<file path="config.mk">
export PLATFORM = sky130hd
export DESIGN_NAME = ordered_list_append_remove_at_top
export DESIGN_NICKNAME = d
export VERILOG_FILES = /design/src/sv/olar_pkg.sv /design/src/sv/olar_cell.sv /design/src/sv/ordered_list_append_remove_at_top.sv
export SDC_FILE = /design/constraint.sdc
export NUM_CORES = 1
export LEC_CHECK = 0
export ABC_AREA = 1
export BUFFER_PORTS_ARGS = -buffer_cell sky130_fd_sc_hd__buf_2
export CAP_MARGIN = 30
export CORE_ASPECT_RATIO = 0.75
export CORE_MARGIN = 5
export CORE_UTILIZATION = 39
export DETAILED_ROUTE_END_ITERATION = 8
export PLACE_DENSITY = 0.66
export SYNTH_ARGS = -nofsm -noshare
export SYNTH_HDL_FRONTEND = slang
export SYNTH_SLANG_ARGS = --single-unit
</file>
<file path="constraint.sdc">
create_clock -name clk_i -period 5.45 [get_ports clk_i]
set_input_delay 1.635 -clock clk_i [delete_from_list [all_inputs] [get_ports clk_i]]
set_output_delay 1.635 -clock clk_i [all_outputs]
set_load 0.01 [all_outputs]
</file>
<file path="src/sv/olar_pkg.sv">
// ---------------------------------------------------------------------------
// olar_pkg: shared types and constants for the ordered list
// Request and response structs, opcodes, status codes and cell control.
// ---------------------------------------------------------------------------
`default_nettype none

package olar_pkg;

  localparam int unsigned CAPACITY = 16;
  localparam int unsigned CNT_W    = $clog2(CAPACITY + 1);
  localparam int unsigned VAL_W    = 32;
  localparam int unsigned POS_W    = 4;
  localparam int unsigned STAT_W   = 2;
  localparam int unsigned ECNT_W   = 5;

  localparam logic OP_APPEND = 1'b0;
  localparam logic OP_REMOVE = 1'b1;

  localparam logic [STAT_W-1:0] ST_OK    = 2'd0;
  localparam logic [STAT_W-1:0] ST_FULL  = 2'd1;
  localparam logic [STAT_W-1:0] ST_RANGE = 2'd2;

  typedef struct packed {
    logic                    operation;
    logic signed [VAL_W-1:0] value;
    logic        [POS_W-1:0] position;
  } olar_in_t;

  typedef struct packed {
    logic signed [VAL_W-1:0]  result_value;
    logic        [STAT_W-1:0] status;
    logic        [ECNT_W-1:0] element_count;
  } olar_out_t;

  // Per-cell move command: take the new value, or take the neighbor's value.
  typedef struct packed {
    logic load;
    logic shift;
  } olar_cell_ctrl_t;

endpackage

`default_nettype wire

</file>
<file path="src/sv/olar_cell.sv">
// ---------------------------------------------------------------------------
// olar_cell: one list slot
// Holds one value; loads the appended value or its upper neighbor's value.
// ---------------------------------------------------------------------------
`default_nettype none

module olar_cell (
  input  wire logic                            clk_i,
  input  wire olar_pkg::olar_cell_ctrl_t       ctrl_i,
  input  wire logic signed [olar_pkg::VAL_W-1:0] new_i,
  input  wire logic signed [olar_pkg::VAL_W-1:0] next_i,
  output logic signed [olar_pkg::VAL_W-1:0]      value_o
);

  logic signed [olar_pkg::VAL_W-1:0] value_q;
  logic signed [olar_pkg::VAL_W-1:0] value_d;

  always_comb begin
    priority if (ctrl_i.load) begin
      value_d = new_i;
    end else if (ctrl_i.shift) begin
      value_d = next_i;
    end else begin
      value_d = value_q;
    end
  end

  always_ff @(posedge clk_i) begin
    value_q <= value_d;
  end

  assign value_o = value_q;

endmodule

`default_nettype wire

</file>
<file path="src/sv/ordered_list_append_remove_at_top.sv">
// ---------------------------------------------------------------------------
// ordered_list_append_remove_at_top: bounded ordered list
// Append at the tail, remove at a position with the gap closed by a shift
// along a row of cells. One response per request.
// ---------------------------------------------------------------------------
//   channel | direction | handshake              | payload
//   in      | input     | in_valid_i / in_stall_o  | olar_in_t  in_data_i
//   out     | output    | out_valid_o / out_stall_i| olar_out_t out_data_o
//
// One request per cycle while not stalled; each response is registered in the
// output register in the cycle after acceptance. The list update (tail load or
// shift toward the head) completes in the same cycle across all cells.
// Reset clears the element count and the output valid; cell contents are
// undefined until written. While the output register is full and stalled,
// in_stall_o is high and no request is taken.
// ---------------------------------------------------------------------------
`default_nettype none

module ordered_list_append_remove_at_top (
  input  wire logic                clk_i,
  input  wire logic                rst_ni,
  input  wire logic                in_valid_i,
  output logic                     in_stall_o,
  input  wire olar_pkg::olar_in_t  in_data_i,
  output logic                     out_valid_o,
  input  wire logic                out_stall_i,
  output olar_pkg::olar_out_t      out_data_o
);

  localparam int unsigned CAP   = olar_pkg::CAPACITY;
  localparam int unsigned CNT_W = olar_pkg::CNT_W;

  logic [CNT_W-1:0]                  count_q, count_d;
  logic                              out_valid_q, out_valid_d;
  olar_pkg::olar_out_t               out_data_q, out_data_d;
  logic                              in_acc;
  logic                              is_append, append_ok, remove_ok;
  olar_pkg::olar_cell_ctrl_t         ctrl [CAP];
  logic signed [olar_pkg::VAL_W-1:0] cell_val [CAP];
  logic signed [olar_pkg::VAL_W-1:0] read_val;

  assign in_stall_o = out_valid_q & out_stall_i;
  assign in_acc     = in_valid_i & ~in_stall_o;
  assign is_append  = (in_data_i.operation == olar_pkg::OP_APPEND);
  assign append_ok  = is_append & (32'(count_q) < CAP);
  assign remove_ok  = ~is_append & (32'(in_data_i.position) < 32'(count_q));

  // Row of cells: each one takes the new value or its upper neighbor's.
  for (genvar i = 0; i < CAP; i++) begin : g_cell
    assign ctrl[i].load  = in_acc & append_ok & (32'(count_q) == i);
    assign ctrl[i].shift = in_acc & remove_ok & (i >= 32'(in_data_i.position))
                           & (i + 1 < 32'(count_q));

    if (i + 1 < CAP) begin : g_mid
      olar_cell u_cell (
        .clk_i  (clk_i),
        .ctrl_i (ctrl[i]),
        .new_i  (in_data_i.value),
        .next_i (cell_val[i+1]),
        .value_o(cell_val[i])
      );
    end else begin : g_last
      olar_cell u_cell (
        .clk_i  (clk_i),
        .ctrl_i (ctrl[i]),
        .new_i  (in_data_i.value),
        .next_i ('0),
        .value_o(cell_val[i])
      );
    end
  end

  // Positions past the row never pass the range check; guard the index anyway.
  always_comb begin
    read_val = '0;
    for (int unsigned k = 0; k < CAP; k++) begin
      if (32'(in_data_i.position) == k) begin
        read_val = cell_val[k];
      end
    end
  end

  always_comb begin
    count_d     = count_q;
    out_valid_d = out_valid_q & out_stall_i;
    out_data_d  = out_data_q;
    if (in_acc) begin
      out_valid_d = 1'b1;
      out_data_d.result_value = '0;
      out_data_d.status       = olar_pkg::ST_OK;
      if (is_append) begin
        if (append_ok) begin
          count_d                 = count_q + CNT_W'(1);
          out_data_d.result_value = in_data_i.value;
        end else begin
          out_data_d.status = olar_pkg::ST_FULL;
        end
      end else begin
        if (remove_ok) begin
          count_d                 = count_q - CNT_W'(1);
          out_data_d.result_value = read_val;
        end else begin
          out_data_d.status = olar_pkg::ST_RANGE;
        end
      end
      out_data_d.element_count = olar_pkg::ECNT_W'(count_d);
    end
  end

  always_ff @(posedge clk_i or negedge rst_ni) begin
    if (!rst_ni) begin
      count_q     <= '0;
      out_valid_q <= 1'b0;
    end else begin
      count_q     <= count_d;
      out_valid_q <= out_valid_d;
    end
  end

  always_ff @(posedge clk_i) begin
    out_data_q <= out_data_d;
  end

  assign out_valid_o = out_valid_q;
  assign out_data_o  = out_data_q;

`ifndef SYNTHESIS
  a_count_bound: assert property (@(posedge clk_i) disable iff (!rst_ni)
    32'(count_q) <= CAP)
    else $error("element count above capacity");

  a_append_grows: assert property (@(posedge clk_i) disable iff (!rst_ni)
    in_acc && append_ok |=> 32'(count_q) == 32'($past(count_q)) + 1)
    else $error("accepted append did not grow the list");

  a_error_holds: assert property (@(posedge clk_i) disable iff (!rst_ni)
    in_acc && !append_ok && !remove_ok |=> $stable(count_q))
    else $error("rejected request changed the count");

  a_resp_count: assert property (@(posedge clk_i) disable iff (!rst_ni)
    in_acc |=> out_valid_q && out_data_q.element_count == olar_pkg::ECNT_W'(count_q))
    else $error("response count differs from list count");
`endif

endmodule

`default_nettype wire

</file>
## Word-level counts from Yosys, hierarchy flattened

Cells that the tools add are included.

| storage, ports and cells | value |
|---|---|
| memories kept | 0 |
| register bits | 557 |
| bits in latches | 0 |
| memory bits (read-only) | 0 |
| input port bits | 41 |
| word-level logic and storage cells | 216 |
| memory bits (writable) | 0 |
| output and inout bits | 41 |

| operators by class | value |
|---|---|
| muxes and demuxes | 57 |
| $add $sub $neg | 2 |
| equal/unequal tests | 30 |
| divide/modulo/power cells | 0 |
| multipliers | 0 |
| reduce and logical (&&, ||, !) cells | 18 |
| bitwise operators | 55 |
| shift-type cells | 0 |
| magnitude comparators | 33 |

Operators with widths:

| operator | count |
|---|---|
| two-way mux 32 bit | 50 |
| AND 1 bit | 53 |
| == test 5 x 4 -> 1 bit, second input constant | 8 |
| less-than comparator 4 x 5 -> 1 bit, first input constant | 8 |
| two-way mux 34 bit | 1 |
| == test 4 bit, second input constant | 8 |
| nonzero test 2 bit | 16 |
| >= comparator 4 bit, first input constant | 7 |
| == test 5 x 3 -> 1 bit, second input constant | 4 |
| less-than comparator 3 x 5 -> 1 bit, first input constant | 4 |
| == test 4 x 3 -> 1 bit, second input constant | 4 |
| >= comparator 3 x 4 -> 1 bit, first input constant | 4 |
| two-way mux 5 bit | 3 |
| == test 5 x 2 -> 1 bit, second input constant | 2 |
| less-than comparator 2 x 5 -> 1 bit, first input constant | 2 |
| == test 4 x 2 -> 1 bit, second input constant | 2 |
| >= comparator 1 x 4 -> 1 bit, first input constant | 2 |
| >= comparator 2 x 4 -> 1 bit, first input constant | 2 |
| adder 5 x 1 -> 5 bit, second input constant | 1 |
| == test 5 x 1 -> 1 bit, second input constant | 1 |
| zero test 5 bit | 1 |
| less-than comparator 1 x 5 -> 1 bit, first input constant | 1 |
| less-than comparator 4 x 5 -> 1 bit | 1 |
| less-than comparator 5 bit, first input constant | 1 |
| 7 further kinds | 9 |

## Logic depth before layout (Yosys ltp)

| logic depth | value |
|---|---|
| word-level depth | 19 |
| depth in mapped cells | 18 |
| gate-level depth less buffers | 16 |

## Modules after synthesis

A second synthesis with hierarchy kept.

| second synthesis, totals | value |
|---|---|
| cell total of the unflattened synthesis | 3584 |
| area total of the unflattened synthesis | 29936.2 um2 |

Modules (own cells, without submodules):

| module | sequential area each (um2) | instances | area an instance (um2) | cells an instance |
|---|---|---|---|---|
| olar_cell | 960.9 | 16 | 1401.3 | 137 |
| ordered_list_append_remove_at_top | 1321.3 | 1 | 7514.7 | 1392 |

## Worst setup path after synthesis

Ideal clock, no wire load.

| timing | value |
|---|---|
| kind | in2reg |
| start point | input in_data_i[2] (netlist name) |
| end point | register g_cell[8].g_mid.u_cell.value_q (netlist bit g_cell[8].g_mid.u_cell.value_o[0]) (enable) |
| data arrival time | 6.094 ns |
| path slack | -1.155 ns |
| cell stages on the path | 10 |
| required time | 4.939 ns |
| buffers on the path | 0 |
| library setup time | 0.511 ns |
| cell sequence | ha_1 > nand2_1 > inv_1 > o21ai_0 > nand3_1 > nor2_2 > inv_2 > nor2_1 > inv_2 > o41ai_1 |

| between the ends | value |
|---|---|
| word-level cells in the longest chain between the ends | 6 |
| elaborated cells between the ends (all ways) | 7 |
| classes of those cells | order compare (2); bitwise (4); reduce/logical (1) |

RTL lines:

| element | RTL line | RTL |
|---|---|---|
| from (decl) | ordered_list_append_remove_at_top.sv:24 | `input wire olar_pkg::olar_in_t in_data_i,` |
| less-than comparator 4 x 5 -> 1 bit | ordered_list_append_remove_at_top.sv:46 | `assign remove_ok = ~is_append & (32'(in_data_i.position) < 32'(count_q));` |
| AND 1 bit | ordered_list_append_remove_at_top.sv:46 |  |
| AND 1 bit | ordered_list_append_remove_at_top.sv:51 | `assign ctrl[i].shift = in_acc & remove_ok & (i >= 32'(in_data_i.position))` |
| AND 1 bit * | ordered_list_append_remove_at_top.sv:51 |  |
| AND 1 bit * | ordered_list_append_remove_at_top.sv:52 | `& (i + 1 < 32'(count_q));` |
| nonzero test 2 bit (no source line) * | - |  |
| to (signal assigned) | olar_cell.sv:29 | `value_q <= value_d;` |
| to (decl) | olar_cell.sv:15 | `logic signed [olar_pkg::VAL_W-1:0] value_q;` |

Mark *: on every way between the ends. The rest lies on a longest branch, timed or not.
A chain may end at the register's enable or synchronous reset.

## Worst setup path in the final report

| timing | value |
|---|---|
| start point | input in_data_i[2] (netlist name) |
| end point | register g_cell[1].g_mid.u_cell.value_q (netlist bit g_cell[1].g_mid.u_cell.value_o[14]) (enable) |

| between the ends | value |
|---|---|
| word-level cells in the longest chain between the ends | 6 |
| elaborated cells between the ends (all ways) | 7 |
| classes of those cells | order compare (2); bitwise (4); reduce/logical (1) |

RTL lines:

| element | RTL line |
|---|---|
| less-than comparator 4 x 5 -> 1 bit | ordered_list_append_remove_at_top.sv:46 |
| AND 1 bit | ordered_list_append_remove_at_top.sv:46 |
| AND 1 bit | ordered_list_append_remove_at_top.sv:51 |
| AND 1 bit * | ordered_list_append_remove_at_top.sv:51 |
| AND 1 bit * | ordered_list_append_remove_at_top.sv:52 |
| nonzero test 2 bit (no source line) * | - |
| to (signal assigned) | olar_cell.sv:29 |
| to (decl) | olar_cell.sv:15 |

Marks and branches as above.

==> impl_metrics.csv <==
group,metric,value,unit
logic_synthesis,synthAdderAreaFrac,0.003512,
logic_synthesis,synth_compound_area_frac,0.1048,
worst_hold_path,hp-class,"flip-flop to flip-flop",
worst_setup_path,worstPathCellList,"buf_2 -> ha_1 -> nand2_1 -> inv_1 -> o21ai_0 -> nand3_1 -> nor2_2 -> inv_2 -> nor2_1 -> inv_2 -> nor2_1 -> inv_1 -> o21ai_4 -> buf_4",
grt,grt_antenna_before_repair,0,
clock_network,clkSinkCount,557,
layout,postLayoutCoreUtil,0.4319,
clock_network,cts_made_buffers,52,
logic_synthesis,synth_top_family_by_area,"simple AND/OR/NAND/NOR gates",
pwr,p_leak,12.42,nW
sta,fin_hold_ws,0.5104,ns
clock_network,cts_tree,"built",
layout,nets,3112,
grt,grt_first_pass_wirelength,111.4,mm
logic_synthesis,ys_ff_latch,557,
pwr,p_switching,0.002875,W
detailed_routing,wl_per_cell,17.03,µm
logic_synthesis,ys_seq_area_frac,0.5858,
pwr,sequentialPowerShare,0.506,
clock_network,root_buffer,"clkbuf_16",
detailed_routing,drt-pass1-iter-count,5,
logic_synthesis,synthXorXnorAreaFrac,0.001229,
sta,tightest_slew,0.8507,ns
worst_setup_path,critPathMaxFanout,32,
pwr,vdd_drop_max,0.0002812,V
logic_synthesis,synthMuxAreaShare,0,
clock_network,cts_hold_buffers,0,
detailed_routing,drc_errors,0,
detailed_routing,via_count,21428,
logic_synthesis,synth-async-reset-ratio,0.01077,
floorplan,rows,85,
worst_setup_path,cp.buffers_inverters,6,
worst_setup_path,crit_arrival,4.12,ns
worst_setup_path,cp-start-kind,"input port",
floorplan,die_height,244.1,µm
pwr,p_clk_frac,0.348,
grt,grt_start_max_net_pins,66,
worst_setup_path,slowest_stage,"buf_4",
layout,area_delta_synth_final,9.258,%
worst_setup_path,crit_family,"buffers and inverters",
grt,grt_pass1_vias,20416,
logic_synthesis,avgSynthCellArea,9.218,µm²
place,dpl-instance-area,0.02951,mm²
place,dp_hpwl,45.80,mm
place,place.gp.congestion,0.8055,
layout,final_area,0.03114,mm²
floorplan,dieArea,0.07865,mm²
logic_synthesis,syn_nets,3141,
logic_synthesis,synthTopCellsByCount,"1109 x nand2_1, 551 x edfxtp_1, 293 x o21ai_0",
sta,hold_violations,0,
sta,rsz0062_at_grt,"false",
floorplan,io-pin-count,82,
job,cap_violations,0,
detailed_routing,post_drt_via_cell_ratio,5.275,
logic_synthesis,ys_warn_count,0,
sta,fin_tns_setup,0,ns
sta,period_share,0.7134,
logic_synthesis,synth.largest_area_cell,"edfxtp_1",
pwr,comb_power_share,0.146,
detailed_routing,wl,69.19,mm
detailed_routing,ant_nets,0,
sta,report.final.slew_viol_count,0,
logic_synthesis,synth-edff-count,551,
status,status,"finished, final reports clean",
sta,setup_viol,0,
logic_synthesis,yosys_most_used_dff,"edfxtp_1",
logic_synthesis,synth_top_area_share,0.5805,
clock_network,clk_latency,0.60,ns
clock_network,htreeDepth,2,
worst_setup_path,path_class,"input port to flip-flop",
clock_network,postCtsSetupBuffers,0,
logic_synthesis,yosysMostFrequentCell,"nand2_1",
floorplan,die_width,322.2,µm
floorplan,coreArea,0.07211,mm²
sta,finalCriticalPeriod,3.888,ns
logic_synthesis,yosys-top-cells-area,"edfxtp_1 58%, nand2_1 15%, o21ai_0 5.1%",
detailed_routing,drtIter0Drc,1876,
pwr,switching_share,0.2777,
clock_network,cts_buffer_depth,3,
logic_synthesis,synth_cells,3092,
worst_setup_path,endpoint_kind,"flip-flop",
sta,slew_headroom,0.4328,
logic_synthesis,syn_area,0.02850,mm²
layout,drive_above_1_share,0.1295,
logic_synthesis,ys_types,38,
pwr,intPower,0.007477,W
worst_setup_path,required,5.69,ns
clock_network,path_clk_slew,0.06,ns
place,port_buffers,81,
logic_synthesis,yosys.area_share.simple,0.2382,
grt,overflow,0,
sta,clock_skew,0.01789,ns
worst_setup_path,slowest_delay,0.46,ns
clock_network,cts_resized,0,
floorplan,initial_core_util,0.3953,
grt,grt_usage,0.1709,
layout,diodes,0,
pwr,power_density,332.4,mW/mm²
sta,fmax,257.2,MHz
sequential cells by signal, summed over array words and instances (netlist names):
signal,cells
count_q,5
g_cell.g_last.u_cell.value_o,32
g_cell.g_mid.u_cell.value_o,480
out_data_o,39
out_valid_o,1
power groups by stage:
stage / sequential (W) / clock, W / combinational (W)
final: 0.00524 / 0.00361 / 0.00151
after global routing: 0.00527 / 0.00385 / 0.00170
after CTS: 0.00524 / 0.00367 / 0.00152
after detailed placement: 0.00532 / 0 / 0.00151
after global placement: 0.00532 / 0 / 0.00149
after floorplan: 0.00532 / 0 / 0.00102
final cells by class:
class / instances / area (µm²)
Fill cell: 6998 / 40970
Sequential cell: 557 / 16700
Multi-Input combinational cell: 2156 / 10120
Clock buffer: 62 / 1360
Tap cell: 957 / 1197
Timing Repair Buffer: 142 / 915.9
Inverter: 154 / 580.6
Clock inverter: 34 / 266.5
cells by family (layout without fill, tap and decap cells):
family / count (synthesis) / after routing
xor+xnor: 4 / 4
simple gates: 1587 / 1587
flops: 557 / 557
buf+inv: 379 / 392
fa+ha+maj: 8 / 8
compound gates: 557 / 557
layout by cell type (no fill, tap or decap), types with 8 or more instances in the layout:
master / Yosys / layout
nand2_1: 1109 / 1107
edfxtp_1: 551 / 551
o21ai_0: 293 / 286
o21ai_1: 171 / 169
inv_1: 146 / 146
nand3_1: 118 / 114
nor2_1: 103 / 96
or2_2: 88 / 88
buf_2: 36 / 81
nand4_1: 61 / 61
buf_4: 3 / 57
clkbuf_16: 0 / 53
o21ai_2: 44 / 48
a21oi_1: 35 / 35
nor3_1: 33 / 33
or2_0: 29 / 29
nand3b_1: 22 / 22
clkinv_1: 0 / 16
nand3_2: 10 / 14
nor2_2: 4 / 10
clkinv_2: 0 / 9
clkbuf_1: 128 / 9
ha_1: 8 / 8
metrics by stage:
stage	setup slack (ns)	total power (W)	std cells
2_1_floorplan	-0.2377	0.006344	3092
3_3_place_gp	1.037	0.006812	3963
3_5_place_dp	0.9689	0.006838	3966
4_1_cts	1.598	0.01042	4062
5_1_grt	1.311	0.01082	4062
6_report	1.562	0.01035	4062
worst paths after layout:
check                                                endpoint    startpoint  slack (ns)  cells past startpoint
setup / recovery           g_cell[1].g_mid.u_cell.value_o[14]  in_data_i[2]        1.56                     14
hold / removal                                    out_valid_o   out_valid_o        0.51                      2
setup reg to reg           g_cell[13].g_mid.u_cell.value_o[5]    count_q[0]        1.95                      9
hold reg to reg                                   out_valid_o   out_valid_o        0.51                      2
max in group asynchronous                          count_q[1]        rst_ni        4.44                      1
min in group asynchronous                          count_q[4]        rst_ni        0.85                      1
routing by layer:
| layer | share of wire | global-route usage |
|---|---|---|
| met1 | 0.47 | 0.2525 |
| met2 | 0.46 | 0.2731 |
| met3 | 0.056 | 0.02422 |
| met4 | 0.014 | 0.03025 |
| met5 | 0 | 0 |
tightest hold or removal path: cells and delay by family, from the launching register on:
kind / cells / cell delay (ns)
flip-flops: 1 / 0.35
AND/OR/NAND/NOR: 2 / 0.12
No activity file was read; power rests on OpenSTA's default activity.
